<file path="config.mk">
export PLATFORM = sky130hd
export DESIGN_NAME = ecdsa_raw_to_der_signature_unit_flat
export DESIGN_NICKNAME = d
export VERILOG_FILES = /design/src/rtl/ecdsa_der_pkg.sv /design/src/rtl/ecdsa_der_in_if.sv /design/src/rtl/ecdsa_der_out_if.sv /design/src/rtl/ecdsa_der_seq.sv /design/src/rtl/ecdsa_der_pack.sv /design/src/rtl/ecdsa_raw_to_der_signature_unit.sv /design/src/flat_wrapper.sv
export SDC_FILE = /design/constraint.sdc
export NUM_CORES = 1
export LEC_CHECK = 0
export BUFFER_PORTS_ARGS = -buffer_cell sky130_fd_sc_hd__buf_2
export CORE_ASPECT_RATIO = 1.1
export CORE_MARGIN = 5
export CORE_UTILIZATION = 30
export CTS_CLUSTER_DIAMETER = 60
export DETAILED_ROUTE_END_ITERATION = 8
export PLACE_DENSITY = 0.56
export SLEW_MARGIN = 40
export SYNTH_ARGS = -nofsm -noshare
export SYNTH_HDL_FRONTEND = slang
export SYNTH_SLANG_ARGS = --single-unit
</file>
<file path="constraint.sdc">
create_clock -name clk -period 7.22 [get_ports clk]
set_clock_uncertainty 0.05 [all_clocks]
set_input_delay 0.361 -clock clk [delete_from_list [all_inputs] [get_ports clk]]
set_output_delay 0.361 -clock clk [all_outputs]
set_load 0.02 [all_outputs]
</file>
<file path="src/rtl/ecdsa_der_pkg.sv">
`timescale 1ns / 1ps
package ecdsa_der_pkg;

    // Signature geometry
    localparam int INTEGER_BYTES = 32;
    localparam int SIG_BYTES     = 2 * INTEGER_BYTES;
    localparam int SIG_WORDS     = (SIG_BYTES + 7) / 8;
    localparam int MAX_TOTAL     = SIG_BYTES + 8;

    // Widths
    localparam int WORD_W  = 64;
    localparam int VB_W    = 4;
    localparam int TOT_W   = 7;
    localparam int PTR_W   = $clog2(SIG_BYTES);
    localparam int WADDR_W = PTR_W - 3;
    localparam int CNT_W   = $clog2(INTEGER_BYTES + 1);
    localparam int ILEN_W  = $clog2(INTEGER_BYTES + 2);

    // DER codes
    localparam logic [7:0] TAG_SEQUENCE = 8'h30;
    localparam logic [7:0] TAG_INTEGER  = 8'h02;
    localparam logic [7:0] PAD_BYTE     = 8'h00;
    localparam logic [7:0] SIGN_MASK    = 8'h80;

    // One encoded byte on its way from the sequencer to the word packer
    typedef struct packed {
        logic             vld;
        logic [7:0]       data;
        logic             fin;
        logic [TOT_W-1:0] total;
    } der_byte_t;

endpackage

</file>
<file path="src/rtl/ecdsa_der_in_if.sv">
`timescale 1ns / 1ps
interface ecdsa_der_in_if import ecdsa_der_pkg::*; ();
    logic              valid;
    logic              ready;
    logic [WORD_W-1:0] sig_word;

    modport source (output valid, output sig_word, input ready);
    modport sink   (input valid, input sig_word, output ready);
endinterface

</file>
<file path="src/rtl/ecdsa_der_out_if.sv">
`timescale 1ns / 1ps
interface ecdsa_der_out_if import ecdsa_der_pkg::*; ();
    logic              valid;
    logic              ready;
    logic [WORD_W-1:0] der_word;
    logic [VB_W-1:0]   valid_bytes;
    logic [TOT_W-1:0]  total_length;
    logic              last_word;

    modport source (output valid, output der_word, output valid_bytes,
                    output total_length, output last_word, input ready);
    modport sink   (input valid, input der_word, input valid_bytes,
                    input total_length, input last_word, output ready);
endinterface

</file>
<file path="src/rtl/ecdsa_der_seq.sv">
`timescale 1ns / 1ps
module ecdsa_der_seq import ecdsa_der_pkg::*; (
    input  logic           clk,
    input  logic           rst_n,
    ecdsa_der_in_if.sink   sig,
    output der_byte_t      emit,
    input  logic           emit_ready
);

    localparam logic [3:0] ST_LOAD   = 4'd0;
    localparam logic [3:0] ST_SCAN_R = 4'd1;
    localparam logic [3:0] ST_SCAN_S = 4'd2;
    localparam logic [3:0] ST_HDR    = 4'd3;
    localparam logic [3:0] ST_SEQLEN = 4'd4;
    localparam logic [3:0] ST_TAG_R  = 4'd5;
    localparam logic [3:0] ST_LEN_R  = 4'd6;
    localparam logic [3:0] ST_PAD_R  = 4'd7;
    localparam logic [3:0] ST_DAT_R  = 4'd8;
    localparam logic [3:0] ST_TAG_S  = 4'd9;
    localparam logic [3:0] ST_LEN_S  = 4'd10;
    localparam logic [3:0] ST_PAD_S  = 4'd11;
    localparam logic [3:0] ST_DAT_S  = 4'd12;

    logic [WORD_W-1:0]  mem [SIG_WORDS];
    logic [WORD_W-1:0]  rd_word_reg;

    logic [3:0]         state_reg, state_next;
    logic [WADDR_W-1:0] wcnt_reg, wcnt_next;
    logic [PTR_W-1:0]   ptr_reg, ptr_next;
    logic [CNT_W-1:0]   cnt_reg, cnt_next;
    logic [CNT_W-1:0]   zr_reg, zr_next;
    logic [CNT_W-1:0]   zs_reg, zs_next;
    logic               pad_r_reg, pad_r_next;
    logic               pad_s_reg, pad_s_next;

    logic [7:0]         cur_byte;
    logic [CNT_W-1:0]   kept_r, kept_s;
    logic [ILEN_W-1:0]  len_r, len_s;
    logic [TOT_W-1:0]   seq_len, total;
    logic               cur_zero;

    // Pick the byte under the pointer from the registered word
    assign cur_byte = rd_word_reg[{~ptr_reg[2:0], 3'b000} +: 8];
    assign cur_zero = (cur_byte == 8'h00);

    // Encoded lengths
    assign kept_r  = CNT_W'(INTEGER_BYTES) - zr_reg;
    assign kept_s  = CNT_W'(INTEGER_BYTES) - zs_reg;
    assign len_r   = ILEN_W'(kept_r) + ILEN_W'(pad_r_reg);
    assign len_s   = ILEN_W'(kept_s) + ILEN_W'(pad_s_reg);
    assign seq_len = TOT_W'(len_r) + TOT_W'(len_s) + TOT_W'(4);
    assign total   = seq_len + TOT_W'(2);

    assign sig.ready = (state_reg == ST_LOAD);

    // Sequencer
    always_comb
    begin
        state_next = state_reg;
        wcnt_next  = wcnt_reg;
        ptr_next   = ptr_reg;
        cnt_next   = cnt_reg;
        zr_next    = zr_reg;
        zs_next    = zs_reg;
        pad_r_next = pad_r_reg;
        pad_s_next = pad_s_reg;
        emit.vld   = 1'b0;
        emit.data  = PAD_BYTE;
        emit.fin   = 1'b0;
        emit.total = total;

        unique case (state_reg)
            ST_LOAD:
            begin
                ptr_next = '0;
                cnt_next = '0;
                if (sig.valid)
                begin
                    if (wcnt_reg == WADDR_W'(SIG_WORDS - 1))
                    begin
                        wcnt_next  = '0;
                        state_next = ST_SCAN_R;
                    end
                    else
                    begin
                        wcnt_next = wcnt_reg + WADDR_W'(1);
                    end
                end
            end
            ST_SCAN_R:
            begin
                if (cur_zero && (cnt_reg != CNT_W'(INTEGER_BYTES - 1)))
                begin
                    cnt_next = cnt_reg + CNT_W'(1);
                    ptr_next = ptr_reg + PTR_W'(1);
                end
                else
                begin
                    zr_next    = cnt_reg;
                    pad_r_next = |(cur_byte & SIGN_MASK);
                    cnt_next   = '0;
                    ptr_next   = PTR_W'(INTEGER_BYTES);
                    state_next = ST_SCAN_S;
                end
            end
            ST_SCAN_S:
            begin
                if (cur_zero && (cnt_reg != CNT_W'(INTEGER_BYTES - 1)))
                begin
                    cnt_next = cnt_reg + CNT_W'(1);
                    ptr_next = ptr_reg + PTR_W'(1);
                end
                else
                begin
                    zs_next    = cnt_reg;
                    pad_s_next = |(cur_byte & SIGN_MASK);
                    ptr_next   = PTR_W'(zr_reg);
                    state_next = ST_HDR;
                end
            end
            ST_HDR:
            begin
                emit.vld  = 1'b1;
                emit.data = TAG_SEQUENCE;
                if (emit_ready)
                    state_next = ST_SEQLEN;
            end
            ST_SEQLEN:
            begin
                emit.vld  = 1'b1;
                emit.data = 8'(seq_len);
                if (emit_ready)
                    state_next = ST_TAG_R;
            end
            ST_TAG_R:
            begin
                emit.vld  = 1'b1;
                emit.data = TAG_INTEGER;
                if (emit_ready)
                    state_next = ST_LEN_R;
            end
            ST_LEN_R:
            begin
                emit.vld  = 1'b1;
                emit.data = 8'(len_r);
                if (emit_ready)
                begin
                    cnt_next   = kept_r;
                    state_next = pad_r_reg ? ST_PAD_R : ST_DAT_R;
                end
            end
            ST_PAD_R:
            begin
                emit.vld  = 1'b1;
                emit.data = PAD_BYTE;
                if (emit_ready)
                    state_next = ST_DAT_R;
            end
            ST_DAT_R:
            begin
                emit.vld  = 1'b1;
                emit.data = cur_byte;
                if (emit_ready)
                begin
                    cnt_next = cnt_reg - CNT_W'(1);
                    if (cnt_reg == CNT_W'(1))
                    begin
                        ptr_next   = PTR_W'(INTEGER_BYTES) + PTR_W'(zs_reg);
                        state_next = ST_TAG_S;
                    end
                    else
                    begin
                        ptr_next = ptr_reg + PTR_W'(1);
                    end
                end
            end
            ST_TAG_S:
            begin
                emit.vld  = 1'b1;
                emit.data = TAG_INTEGER;
                if (emit_ready)
                    state_next = ST_LEN_S;
            end
            ST_LEN_S:
            begin
                emit.vld  = 1'b1;
                emit.data = 8'(len_s);
                if (emit_ready)
                begin
                    cnt_next   = kept_s;
                    state_next = pad_s_reg ? ST_PAD_S : ST_DAT_S;
                end
            end
            ST_PAD_S:
            begin
                emit.vld  = 1'b1;
                emit.data = PAD_BYTE;
                if (emit_ready)
                    state_next = ST_DAT_S;
            end
            ST_DAT_S:
            begin
                emit.vld  = 1'b1;
                emit.data = cur_byte;
                emit.fin  = (cnt_reg == CNT_W'(1));
                if (emit_ready)
                begin
                    cnt_next = cnt_reg - CNT_W'(1);
                    if (cnt_reg == CNT_W'(1))
                    begin
                        ptr_next   = '0;
                        state_next = ST_LOAD;
                    end
                    else
                    begin
                        ptr_next = ptr_reg + PTR_W'(1);
                    end
                end
            end
            default:
            begin
                state_next = ST_LOAD;
            end
        endcase
    end

    // Signature store: write incoming words, read the word under the next pointer
    always_ff @(posedge clk)
    begin
        if (sig.valid && sig.ready)
            mem[wcnt_reg] <= sig.sig_word;
        rd_word_reg <= mem[ptr_next[PTR_W-1:3]];
    end

    // Control state
    always_ff @(posedge clk or negedge rst_n)
    begin
        if (!rst_n)
        begin
            state_reg <= ST_LOAD;
            wcnt_reg  <= '0;
            ptr_reg   <= '0;
            cnt_reg   <= '0;
            zr_reg    <= '0;
            zs_reg    <= '0;
            pad_r_reg <= 1'b0;
            pad_s_reg <= 1'b0;
        end
        else
        begin
            state_reg <= state_next;
            wcnt_reg  <= wcnt_next;
            ptr_reg   <= ptr_next;
            cnt_reg   <= cnt_next;
            zr_reg    <= zr_next;
            zs_reg    <= zs_next;
            pad_r_reg <= pad_r_next;
            pad_s_reg <= pad_s_next;
        end
    end

endmodule

</file>
<file path="src/rtl/ecdsa_der_pack.sv">
`timescale 1ns / 1ps
module ecdsa_der_pack import ecdsa_der_pkg::*; (
    input  logic            clk,
    input  logic            rst_n,
    input  der_byte_t       emit,
    output logic            emit_ready,
    ecdsa_der_out_if.source der
);

    logic [WORD_W-1:0] acc_reg, acc_next;
    logic [2:0]        lane_reg, lane_next;
    logic              out_vld_reg, out_vld_next;
    logic [WORD_W-1:0] word_reg, word_next;
    logic [VB_W-1:0]   vb_reg, vb_next;
    logic [TOT_W-1:0]  tot_reg, tot_next;
    logic              last_reg, last_next;

    logic [WORD_W-1:0] acc_with;
    logic              word_done;
    logic              take;

    // Append the byte at the current lane; hand off a full or final word
    always_comb
    begin
        acc_with = acc_reg;
        acc_with[{~lane_reg, 3'b000} +: 8] = emit.data;

        word_done  = emit.vld && ((lane_reg == 3'b111) || emit.fin);
        emit_ready = !(word_done && out_vld_reg && !der.ready);
        take       = emit.vld && emit_ready;

        acc_next     = acc_reg;
        lane_next    = lane_reg;
        word_next    = word_reg;
        vb_next      = vb_reg;
        tot_next     = tot_reg;
        last_next    = last_reg;
        out_vld_next = out_vld_reg && !der.ready;

        if (take)
        begin
            if (word_done)
            begin
                word_next    = acc_with;
                vb_next      = VB_W'(lane_reg) + VB_W'(1);
                tot_next     = emit.total;
                last_next    = emit.fin;
                out_vld_next = 1'b1;
                acc_next     = '0;
                lane_next    = '0;
            end
            else
            begin
                acc_next  = acc_with;
                lane_next = lane_reg + 3'b001;
            end
        end
    end

    assign der.valid        = out_vld_reg;
    assign der.der_word     = word_reg;
    assign der.valid_bytes  = vb_reg;
    assign der.total_length = tot_reg;
    assign der.last_word    = last_reg;

    // Output payload
    always_ff @(posedge clk)
    begin
        word_reg <= word_next;
        vb_reg   <= vb_next;
        tot_reg  <= tot_next;
        last_reg <= last_next;
    end

    // Control and accumulator
    always_ff @(posedge clk or negedge rst_n)
    begin
        if (!rst_n)
        begin
            acc_reg     <= '0;
            lane_reg    <= '0;
            out_vld_reg <= 1'b0;
        end
        else
        begin
            acc_reg     <= acc_next;
            lane_reg    <= lane_next;
            out_vld_reg <= out_vld_next;
        end
    end

endmodule

</file>
<file path="src/rtl/ecdsa_raw_to_der_signature_unit.sv">
`timescale 1ns / 1ps
// Channel  Role    Payload                                               Handshake
// sig      sink    sig_word[63:0]                                        valid/ready
// der      source  der_word[63:0] valid_bytes[3:0] total_length[6:0]    valid/ready
//                  last_word
//
// Eight words load at one per cycle. The sequencer then scans r and s one byte per
// cycle through a single read port on the signature store, and emits the encoding
// one byte per cycle while der does not stall (8 to 72 bytes). Each stripped zero
// adds a scan step and removes an emitted byte; each pad byte adds an emitted byte.
// rst_n clears all control state asynchronously. A stall on der holds the byte
// stream; a new signature loads while the final word still waits.
module ecdsa_raw_to_der_signature_unit import ecdsa_der_pkg::*; (
    input  logic            clk,
    input  logic            rst_n,
    ecdsa_der_in_if.sink    sig,
    ecdsa_der_out_if.source der
);

    der_byte_t emit;
    logic      emit_ready;

    ecdsa_der_seq u_seq (
        .clk        (clk),
        .rst_n      (rst_n),
        .sig        (sig),
        .emit       (emit),
        .emit_ready (emit_ready)
    );

    ecdsa_der_pack u_pack (
        .clk        (clk),
        .rst_n      (rst_n),
        .emit       (emit),
        .emit_ready (emit_ready),
        .der        (der)
    );

    // Loading a new signature only overlaps the final word of the previous one
    a_load_after_last: assert property (@(posedge clk) disable iff (!rst_n)
        (sig.ready && der.valid) |-> der.last_word)
        else $error("new signature loading while encoding still pending");

    // Only the final word may be short
    a_full_words: assert property (@(posedge clk) disable iff (!rst_n)
        (der.valid && !der.last_word) |-> (der.valid_bytes == VB_W'(8)))
        else $error("short word before end of encoding");

    a_vb_range: assert property (@(posedge clk) disable iff (!rst_n)
        der.valid |-> ((der.valid_bytes != '0) && (der.valid_bytes <= VB_W'(8))))
        else $error("valid byte count out of range");

    a_total_range: assert property (@(posedge clk) disable iff (!rst_n)
        der.valid |-> ((der.total_length >= TOT_W'(8))
                       && (der.total_length <= TOT_W'(MAX_TOTAL))))
        else $error("total length out of range");

endmodule

</file>
<file path="src/flat_wrapper.sv">
// flat-port wrapper written by rule: the top's interface ports become plain ports
module ecdsa_raw_to_der_signature_unit_flat import ecdsa_der_pkg::*;
  (clk, rst_n, sig_valid, sig_sig_word, sig_ready, der_valid, der_der_word, der_valid_bytes, der_total_length, der_last_word, der_ready);
  ecdsa_der_in_if sig_i ();
  ecdsa_der_out_if der_i ();
  input  logic clk;
  input  logic rst_n;
  input wire logic [$bits(sig_i.valid)-1:0] sig_valid;
  input wire logic [$bits(sig_i.sig_word)-1:0] sig_sig_word;
  output wire logic [$bits(sig_i.ready)-1:0] sig_ready;
  output wire logic [$bits(der_i.valid)-1:0] der_valid;
  output wire logic [$bits(der_i.der_word)-1:0] der_der_word;
  output wire logic [$bits(der_i.valid_bytes)-1:0] der_valid_bytes;
  output wire logic [$bits(der_i.total_length)-1:0] der_total_length;
  output wire logic [$bits(der_i.last_word)-1:0] der_last_word;
  input wire logic [$bits(der_i.ready)-1:0] der_ready;
  assign sig_i.valid = sig_valid;
  assign sig_i.sig_word = sig_sig_word;
  assign sig_ready = sig_i.ready;
  assign der_valid = der_i.valid;
  assign der_der_word = der_i.der_word;
  assign der_valid_bytes = der_i.valid_bytes;
  assign der_total_length = der_i.total_length;
  assign der_last_word = der_i.last_word;
  assign der_i.ready = der_ready;
  ecdsa_raw_to_der_signature_unit u_core (.clk(clk), .rst_n(rst_n), .sig(sig_i), .der(der_i));
endmodule
</file>
==> out/results.ini, run 1 <==
[pwr]
combPwrFrac=0.424
power_density_nw_per_um2=474
p_int_mw=11.0
power.switching_mw=6.41
p_clk_frac=0.238
p_leak_nw=13.8
seqPwrFrac=0.338
peakVddDrop_mv=0.318
sw_frac_of_total=0.368
power_mw=17.4

[setup_path]
cp_cell_sequence=mux4_1 -> and2b_4 -> a21oi_1 -> and4bb_4 -> a211oi_4 -> a2111o_1 -> o211ai_4 -> buf_12 -> buf_16 -> buf_16 -> mux2i_1 -> mux2_2
cpPeakStageDelay_ps=760
crit_slowest_cell=dfrtp_2
path_class=flop to flop
cpMostUsedCell=buf_16
cp_max_fo=50
start_kind=flop
required_ps=7770
crit_path_end_kind=flop
arrival_ps=5330
ff2ff_path_depth=12

[detailed_routing]
post_drt_wl_per_cell_um=19.8
drc=0
vias=17229
vias_per_cell=4.74
drtPass1Iterations=5
ant_nets=0
totalWireLength_um=72000
drt_iter0_markers=1216

[global_route]
antenna_found_initial=10
grt-ovfl-total=0
grt_use_met3=0.0279
grt_pass1_wl_um=109000
grt_max_degree=80
busiest_layer=met2
grtUsageMet2=0.211
use_met1=0.168
grt_pass1_vias=17639
grt_usage=0.127

[timing]
finalMaxSlewViolations=0
tightest_slew_ps=816
maxSlewHeadroom=0.456
setup_violations=0
hold_ws_ps=43.2
setup_tns_ps=0
final-hold-violation-count=0
fin_crit_ps=4780
fin_ws_ps=2440
timing.fmax_ghz=0.209
finalCritPeriodShare=0.662
rsz0062_at_grt=no

[run_status]
status=completed

[synth]
synth_most_common_cell=edfxtp_1
synth.top_cell.area_share=0.563
synth_area_per_cell_um2=16.2
synthFlopType=edfxtp_1
yosysWarningCount=0
yosysTopAreaCell=edfxtp_1
synth-seq-cells=753
synth_nets=2035
synth.distinct_cells=80
netlist_instances=1937
ys_seq_area_frac=0.685
async_reset_ff_frac=0.134
netlist_area_um2=31300
yosys-top-cells-area=edfxtp_1 (56%), mux2i_1 (12%), dfrtp_1 (8.1%)
ys_top_cells_by_count=edfxtp_1 (588), mux2i_1 (391), nand2_1 (139)
synth_edf_count=588

[clocking]
cts.path.max_buffers=3
postCtsSetupBuffers=0
cts_made_buffers=84
htree_levels=3
cts_sinks=753
clockRootBuffer=clkbuf_16
path_clk_slew_ps=60
worstSkewPairLatency_ps=660
cts_tree=yes

[floorplanning]
dieArea_um2=111000
die_h_um=349
num_io_pins=146
initial_core_util=0.302
rows=124
dieWidth_um=318
core_um2=104000

[finish]
fin_nets=2272
final_cell_count_no_fill=3634
final_layout_size_suffix_gt1_frac=0.193
fin_util=0.354
largest_reg_flops=512
syn_to_final_growth_pct=17.3
top_register=u_core.u_seq.mem
stdcell_area_um2=36800
nFillCells=9758

[place]
io_buffer_count=145
dp_hpwl_um=44700
gp_congestion=0.815
place_inst=3409
dpl_cell_area_um2=33300
pre_cts_slack_ps=2440

[hold_path]
holdPathStages=3
hp-class=input port to flop

[job]
max-cap-violations=0

-- path summary, 6_finish.rpt --
check	endpoint	slack, ps	start
min	u_core.u_pack.der.valid$_DFF_PN0_	40	der_ready
min in group asynchronous	u_core.u_pack.acc_reg[55]$_DFFE_PN0P_	230	rst_n
min reg2reg	u_core.u_pack.acc_reg[36]$_DFFE_PN0P_	440	u_core.u_pack.acc_reg[36]$_DFFE_PN0P_
max reg2reg	u_core.u_seq.rd_word_reg[20]$_DFF_P_	2440	u_core.u_seq.ptr_reg[0]$_DFFE_PN0P_
max	u_core.u_seq.rd_word_reg[20]$_DFF_P_	2440	u_core.u_seq.ptr_reg[0]$_DFFE_PN0P_
max in group asynchronous	u_core.u_pack.acc_reg[24]$_DFFE_PN0P_	5900	rst_n
-- cells by family (layout without fill, tap and decap cells) --
logic type | Yosys count | in the layout | share of synthesized area
flip-flops | 753 | 753 | 0.685
multiplexers | 488 | 488 | 0.166
AND/OR/NAND/NOR | 269 | 269 | 0.0380
AO/OA/AOI/OAI | 243 | 243 | 0.0549
buffers and inverters | 122 | 428 | 0.0350
adder cells (fa/ha/maj) | 32 | 32 | 0.0129
XOR/XNOR | 30 | 30 | 0.00838
other | 0 | 5 | 0
-- layer usage --
metal | routed length (µm) | part of all wire
met5 | 31 | 0.00043
met4 | 1580 | 0.022
met3 | 4350 | 0.060
met2 | 34800 | 0.48
met1 | 31200 | 0.43
-- cells in the final DEF (no fill, tap or decap), types with 10 or more instances in the layout --
cell,Yosys,routed
edfxtp_1,588,588
dfrtp_1,101,100
clkbuf_1,32,17
mux2_2,80,80
nor2b_1,10,10
buf_2,8,144
ha_1,29,29
nand3_1,25,25
o31ai_1,21,21
clkinv_2,0,15
dlygate4sd3_1,0,65
inv_1,26,26
dfxtp_1,64,64
nor2_1,52,45
a21oi_1,20,20
clkbuf_16,0,85
nor3_1,14,12
buf_4,5,28
mux2i_1,391,391
xor2_1,12,12
nand2_1,139,139
a22o_1,54,54
xnor2_1,18,18
o21ai_0,82,82
-- what timing repair did --
| action | 4_1_cts | 5_1_grt |
|---|---|---|
| hold endpoints to repair | 558 | 0 |
| hold buffers | 65 | 0 |
| gates resized for setup | 0 | 0 |
-- final cells by class --
type / count / area [µm²] / share of cell area
clock buffers: 109 / 2290 / 0.0622
clock inverters: 46 / 469 / 0.0128
inverters: 26 / 97.6 / 0.00265
repair buffers: 247 / 1790 / 0.0486
flip-flops and latches: 753 / 21500 / 0.584
well taps: 1386 / 1730 / 0.0472
diodes: 5 / 12.5 / 0.000340
multi-input cells: 1062 / 8920 / 0.243
-- worst max-delay path, delay by kind of cell, from the launching register on --
kind | cells | cell delay [ps]
multiplexers | 3 | 1210
AO/OA/AOI/OAI | 4 | 1070
buffers and inverters | 3 | 1000
flip-flops | 1 | 760
AND/OR/NAND/NOR | 2 | 540
-- power groups by stage --
stage          Clock [mW]  Sequential [mW]  Combinational (mW)
2_1_floorplan           0             5.74                6.15
3_3_place_gp            0             5.98                7.20
4_1_cts              4.25             5.89                7.48
6_report             4.15             5.89                7.40
5_1_grt              4.44             5.93                8.06
3_5_place_dp            0             5.97                7.41
Note: power is estimated with default switching activity, not from simulation.
==> run 2, diff against run 1 <==
==> constraint.sdc (replaced) <==
create_clock -name clk -period 5 [get_ports clk]
set_clock_uncertainty 0.05 [all_clocks]
set_input_delay 0.25 -clock clk [delete_from_list [all_inputs] [get_ports clk]]
set_output_delay 0.25 -clock clk [all_outputs]
set_load 0.02 [all_outputs]
==> run 2 against run 1 <==
Total power rose by 46%. Final area rose by 0.30%. Combinational power is 47% higher. Die area unchanged. Wire length increased by 2.4%. Maximum frequency is 1.8% higher. Via count about the same. Utilization grew 0.11 points. Critical path depth increased by 6.
==> out/results.ini, run 2 (synthesized netlist as in run 1, its figures left out) <==
[global_route]
grt_usage=0.130  ; +0.00312
busiest_layer=met2
grt-ovfl-total=0  ; unchanged
grt_pass1_vias=17635  ; -0.023%
use_met1=0.166  ; -0.00222
grt_pass1_wl_um=111000  ; +1.9%
grtUsageMet2=0.221  ; +0.00959
grt_use_met3=0.0294  ; +0.00151
antenna_found_initial=9  ; -1
grt_max_degree=86  ; +7.5%

[pwr]
power.switching_mw=9.39  ; +47%
p_int_mw=16.0  ; +45%
power_mw=25.4  ; +46%
p_clk_frac=0.239  ; about the same
p_leak_nw=13.8  ; +0.28%
seqPwrFrac=0.333  ; -0.005
peakVddDrop_mv=0.618  ; +94%
sw_frac_of_total=0.370  ; +0.00189
power_density_nw_per_um2=689  ; +45%
combPwrFrac=0.428  ; +0.004

[detailed_routing]
ant_nets=0  ; unchanged
post_drt_wl_per_cell_um=20.3  ; +2.2%
drt_iter0_markers=1360  ; +12%
vias=17230  ; +0.0058%
vias_per_cell=4.73  ; -0.21%
drtPass1Iterations=6  ; +1
drc=0  ; unchanged
totalWireLength_um=73800  ; +2.4%

[finish]
syn_to_final_growth_pct=17.7
final_layout_size_suffix_gt1_frac=0.194  ; +0.00162
largest_reg_flops=512  ; unchanged
top_register=u_core.u_seq.mem
fin_nets=2278  ; +0.26%
final_common_cell=edfxtp_1
final_cell_mix=edfxtp_1 (588), mux2i_1 (391), buf_2 (144)

[timing]
timing.fmax_ghz=0.213  ; +1.8%
fin_crit_ps=4690  ; -85.1 ps
finalMaxSlewViolations=0  ; unchanged
finalCritPeriodShare=0.939  ; +0.277
rsz0062_at_grt=no
tightest_slew_ps=778  ; -38.2 ps
maxSlewHeadroom=0.480  ; +0.0236
final-hold-violation-count=0  ; unchanged
hold_ws_ps=122  ; +78.4 ps
setup_tns_ps=0  ; unchanged
setup_violations=0  ; unchanged

[setup_path]
crit_slowest_cell=dfrtp_1
cpMostUsedCell=ha_1
cpPeakStageDelay_ps=470  ; -290 ps
cp_cell_sequence=inv_1 -> ha_1 -> ha_1 -> o21a_1 -> nor2_1 -> o21ai_0 -> a21oi_1 -> xor2_1 -> ha_1 -> ha_1 -> inv_1 -> o21bai_1 -> a21oi_1 -> xnor2_1 -> a22o_1 -> nand2_1 -> o21ai_0 -> a22o_1
crit_path_end_kind=flop
cp_max_fo=6  ; -88%
start_kind=flop
path_class=flop to flop
ff2ff_setup_slack_ps=310  ; -2130 ps
required_ps=5540  ; -2230 ps
arrival_ps=5230  ; -100 ps

[clocking]
postCtsSetupBuffers=0  ; unchanged
holdBufCountCts=67  ; +3.1%
worstSkewPairLatency_ps=650  ; about the same
cts_sinks=753  ; unchanged
cts_made_buffers=83  ; -1.2%
path_clk_slew_ps=60  ; about the same
htree_levels=3  ; unchanged
cts_tree=yes
cts.path.max_buffers=3  ; unchanged
cts-resized-gates=0  ; unchanged
clockRootBuffer=clkbuf_16

[floorplanning]
die_h_um=349  ; unchanged
dieWidth_um=318  ; unchanged
rows=124  ; unchanged
num_io_pins=146  ; unchanged
initial_core_util=0.302  ; unchanged
core_um2=104000  ; unchanged
dieArea_um2=111000  ; unchanged

[hold_path]
hp-class=input port to asynchronous set/reset pin

[place]
io_buffer_count=145  ; unchanged
dp_hpwl_um=45300  ; +1.3%
gp_congestion=0.909  ; +12%

[run_status]
status=completed

[job]
max-cap-violations=0  ; unchanged

[run 2: final cells by class]
| class | instances | area (µm²) |
|---|---|---|
| sequential | 753 | 21500 |
| timing repair buffer | 254 | 1850 |
| clock buffer | 114 | 2280 |
| fill | 9745 | 66900 |
| antenna | 6 | 15.0 |
| inverter | 26 | 97.6 |
| multi-input combinational | 1062 | 8930 |
| tap | 1386 | 1730 |
| clock inverter | 41 | 510 |
[run 2: path summary, 6_finish.rpt]
check / start / endpoint / cells past startpoint
min in group clk: sig_sig_word[17] / u_core.u_seq.mem[2][17]$_DFFE_PP_ / 2
worst max register to register: u_core.u_seq.zs_reg[0]$_DFFE_PN0P_ / u_core.u_pack.acc_reg[6]$_DFFE_PN0P_ / 18
worst max-delay path: u_core.u_seq.zs_reg[0]$_DFFE_PN0P_ / u_core.u_pack.acc_reg[6]$_DFFE_PN0P_ / 18
worst min register to register: u_core.u_pack.acc_reg[44]$_DFFE_PN0P_ / u_core.u_pack.acc_reg[44]$_DFFE_PN0P_ / 2
worst min-delay path: rst_n / u_core.u_pack.acc_reg[24]$_DFFE_PN0P_ / 2
max in group asynchronous: rst_n / u_core.u_seq.ptr_reg[1]$_DFFE_PN0P_ / 3
[run 2: metal layers]
layer	vias up	wire, µm
li1	7942	-
met1	8663	31300
met2	513	36100
met3	108	4490
met4	4	1800
met5	-	27
[run 2: power by group through the flow]
| stage | combinational [mW] | sequential, mW | clock [mW] |
|---|---|---|---|
| final | 10.9 | 8.45 | 6.08 |
| after floorplan | 8.89 | 8.27 | 0 |
| after detailed placement | 10.9 | 8.59 | 0 |
| after global routing | 11.8 | 8.53 | 6.54 |
| after global placement | 10.7 | 8.59 | 0 |
| after CTS | 11.0 | 8.47 | 6.25 |
[run 2: critical path: cells and delay by family, from the launching register on]
family	cells	cell delay [ps]
adder cells (fa/ha/maj)	4	1200
XOR/XNOR	2	740
flip-flops	1	470
AND/OR/NAND/NOR	2	380
buffers and inverters	2	150
AO/OA/AOI/OAI	8	1650
[run 2: metrics by stage]
step           worst slack, ps   util  cells  area [µm²]
6_report                   307  0.355   3642       36900
5_1_grt                    113  0.355   3638       36900
4_1_cts                    377  0.355   3636       36900
3_5_place_dp               402  0.322   3414       33400
3_3_place_gp               368  0.322   3414       33400
2_1_floorplan            -1.12      -   1937       31400
==> run 3, diff against run 2 <==
--- a/config.mk
+++ b/config.mk
@@ -9,6 +9,7 @@
 export CORE_ASPECT_RATIO = 1.1
 export CORE_MARGIN = 5
 export CORE_UTILIZATION = 30
+export CTS_BUF_LIST = sky130_fd_sc_hd__clkbuf_4 sky130_fd_sc_hd__clkbuf_8
 export CTS_CLUSTER_DIAMETER = 60
 export DETAILED_ROUTE_END_ITERATION = 8
 export PLACE_DENSITY = 0.56
==> run 3 against run 2 <==
Via count increased by 0.83%. Combinational power about the same. Worst hold slack got worse by 91 ps. Sequential power barely moved. Global-route usage about the same. Final area down 0.44%. Setup slack improved by 55 ps. First-iteration DRC count shrank 10%. Critical endpoint unchanged. Largest power group unchanged.
==> out/results.ini, run 3 (synthesized netlist as in run 1, its figures left out) <==
[pwr]
power.switching_mw=9.29  ; -1.1%
p_leak_nw=13.8  ; +0.20%
p_int_mw=15.6  ; -2.8%
peakVddDrop_mv=0.605  ; -2.1%
power_density_nw_per_um2=677  ; -1.7%
seqPwrFrac=0.340  ; +0.007
combPwrFrac=0.437  ; +0.009
p_clk_frac=0.223  ; -0.016
sw_frac_of_total=0.374  ; +0.00405

[clocking]
cts_sinks=753  ; unchanged
htree_levels=3  ; unchanged
cts.path.max_buffers=3  ; unchanged
cts-resized-gates=0  ; unchanged
clockRootBuffer=clkbuf_8
cts_made_buffers=118  ; +42%
path_clk_slew_ps=70  ; about the same
worstSkewPairLatency_ps=760  ; +110 ps
cts_tree=yes
postCtsSetupBuffers=0  ; unchanged

[detailed_routing]
vias=17373  ; +0.83%
ant_nets=0  ; unchanged
totalWireLength_um=74000  ; +0.37%
drc=0  ; unchanged
vias_per_cell=4.68  ; -1.2%
post_drt_wl_per_cell_um=19.9  ; -1.6%
drt_iter0_markers=1220  ; -10%
drtPass1Iterations=5  ; -1

[setup_path]
crit_path_end_kind=flop
cpMostUsedCell=ha_1
required_ps=5620  ; +80 ps
start_kind=flop
cp_cell_sequence=inv_1 -> ha_1 -> ha_1 -> o21a_1 -> nor2_1 -> o21ai_0 -> a21oi_1 -> xor2_1 -> ha_1 -> ha_1 -> inv_1 -> o21bai_1 -> a21oi_1 -> xnor2_1 -> a22o_1 -> nand2_1 -> o21ai_0 -> a22o_1
path_class=flop to flop
reg2reg_from=u_core.u_seq.zs_reg[0]$_DFFE_PN0P_
cp.buffers_inverters=2  ; unchanged
r2r_end=u_core.u_pack.acc_reg[6]$_DFFE_PN0P_
cpPeakStageDelay_ps=460  ; about the same
ff2ff_path_depth=18  ; unchanged
crit_slowest_cell=dfrtp_1
cp_max_fo=6  ; unchanged
arrival_ps=5260  ; +30 ps
crit_family=compound AO/OA/AOI/OAI gates
ff2ff_setup_slack_ps=360  ; +60 ps

[floorplanning]
die_h_um=349  ; unchanged
dieWidth_um=318  ; unchanged
dieArea_um2=111000  ; unchanged
rows=124  ; unchanged
core_um2=104000  ; unchanged
num_io_pins=146  ; unchanged
initial_core_util=0.302  ; unchanged

[place]
pre_cts_slack_ps=402  ; unchanged
dp_hpwl_um=45300  ; unchanged
io_buffer_count=145  ; unchanged
dpl_cell_area_um2=33400  ; unchanged
gp_congestion=0.909  ; unchanged

[finish]
top_register=u_core.u_seq.mem
final_cell_mix=edfxtp_1 (588), mux2i_1 (391), buf_2 (144)
syn_to_final_growth_pct=17.1
final_layout_size_suffix_gt1_frac=0.223  ; +0.0286
nFillCells=9775  ; +0.31%
largest_reg_flops=512  ; unchanged
register_area_um2=21500  ; unchanged
stdcell_area_um2=36700  ; -0.44%
final_common_cell=edfxtp_1
multiInputGateArea_um2=8930  ; unchanged
fin_nets=2313  ; +1.5%

[timing]
rsz0062_at_grt=no
fin_ws_ps=362  ; +55.1 ps
tightest_slew_ps=810  ; +32.0 ps
finalMaxSlewViolations=0  ; unchanged
setup_violations=0  ; unchanged
fin_crit_ps=4640  ; -55.1 ps
final-hold-violation-count=0  ; unchanged
maxSlewHeadroom=0.458  ; -0.0214
finalCritPeriodShare=0.928  ; -0.0110
timing.fmax_ghz=0.216  ; +1.2%

[global_route]
grt_pass1_wl_um=112000  ; +0.51%
grt_pass1_vias=17989  ; +2.0%
grt_max_degree=86  ; unchanged
grt-ovfl-total=0  ; unchanged
grt_usage=0.130  ; +0.000378
antenna_found_initial=12  ; +3

[run_status]
status=completed

[hold_path]
hp-class=input port to asynchronous set/reset pin

[job]
max-cap-violations=0  ; unchanged

-- run 3: changes by cell type in the layout (fill, tap and decap cells not counted), moves of 3 or more --
| cell | before | now |
|---|---|---|
| clkbuf_8 | 9 | 135 |
| clkbuf_16 | 83 | 0 |
| clkbuf_4 | 0 | 41 |
| clkbuf_1 | 22 | 0 |
| clkinv_1 | 5 | 17 |
| clkinv_2 | 13 | 16 |
| diode_2 | 6 | 9 |
| inv_6 | 3 | 0 |
-- run 3: worst max-delay path by stage --
stage	start	endpoint	slack, ps	cells after the start
6_report	u_core.u_seq.zs_reg[0]$_DFFE_PN0P_	u_core.u_pack.acc_reg[6]$_DFFE_PN0P_	360	18
5_1_grt	u_core.u_seq.zs_reg[0]$_DFFE_PN0P_	u_core.u_pack.acc_reg[6]$_DFFE_PN0P_	60	18
4_1_cts	u_core.u_seq.zs_reg[0]$_DFFE_PN0P_	u_core.u_pack.acc_reg[6]$_DFFE_PN0P_	370	15
3_5_place_dp	u_core.u_seq.zs_reg[0]$_DFFE_PN0P_	u_core.u_pack.acc_reg[6]$_DFFE_PN0P_	400	15
3_3_place_gp	u_core.u_seq.zs_reg[0]$_DFFE_PN0P_	u_core.u_pack.acc_reg[6]$_DFFE_PN0P_	370	18
2_1_floorplan	u_core.u_seq.state_reg[3]$_DFFE_PN0P_	u_core.u_seq.mem[2][0]$_DFFE_PP_	-1	7
-- run 3: power by group through the flow --
stage | sequential [mW] | combinational, mW | clock (mW)
2_1_floorplan | 8.27 | 8.89 | 0
3_3_place_gp | 8.59 | 10.7 | 0
3_5_place_dp | 8.59 | 10.9 | 0
4_1_cts | 8.47 | 11.0 | 5.72
5_1_grt | 8.53 | 11.8 | 6.03
6_report | 8.45 | 10.9 | 5.54
-- run 3: layout make-up --
class	count	area share
repair buffers	254	0.0503
flip-flops and latches	753	0.585
well taps	1386	0.0472
multi-input cells	1062	0.243
clock inverters	49	0.0124
diodes	9	0.000613
clock buffers	176	0.0590
inverters	26	0.00266
-- run 3: routing by layer --
| metal | track usage | share of wire |
|---|---|---|
| met1 | 0.165 | 0.43 |
| met4 | 0.0398 | 0.024 |
| met2 | 0.219 | 0.49 |
| met5 | 0 | 0.00028 |
| met3 | 0.0336 | 0.058 |
-- run 3: metrics by stage --
stage          power, mW   util  cells  setup TNS (ps)  hold WS (ps)
2_1_floorplan       17.2      -   1937            -216         -95.6
3_3_place_gp        19.3  0.322   3414               0           338
3_5_place_dp        19.5  0.322   3414               0           348
4_1_cts             25.2  0.353   3706               0          79.6
5_1_grt             26.4  0.354   3711               0          50.4
6_report            24.9  0.354   3715               0          30.6
-- run 3: what timing repair did --
item,4_1_cts,5_1_grt
endpoints found under the hold margin,579,0
setup endpoints to repair,0,0
hold buffers,67,0
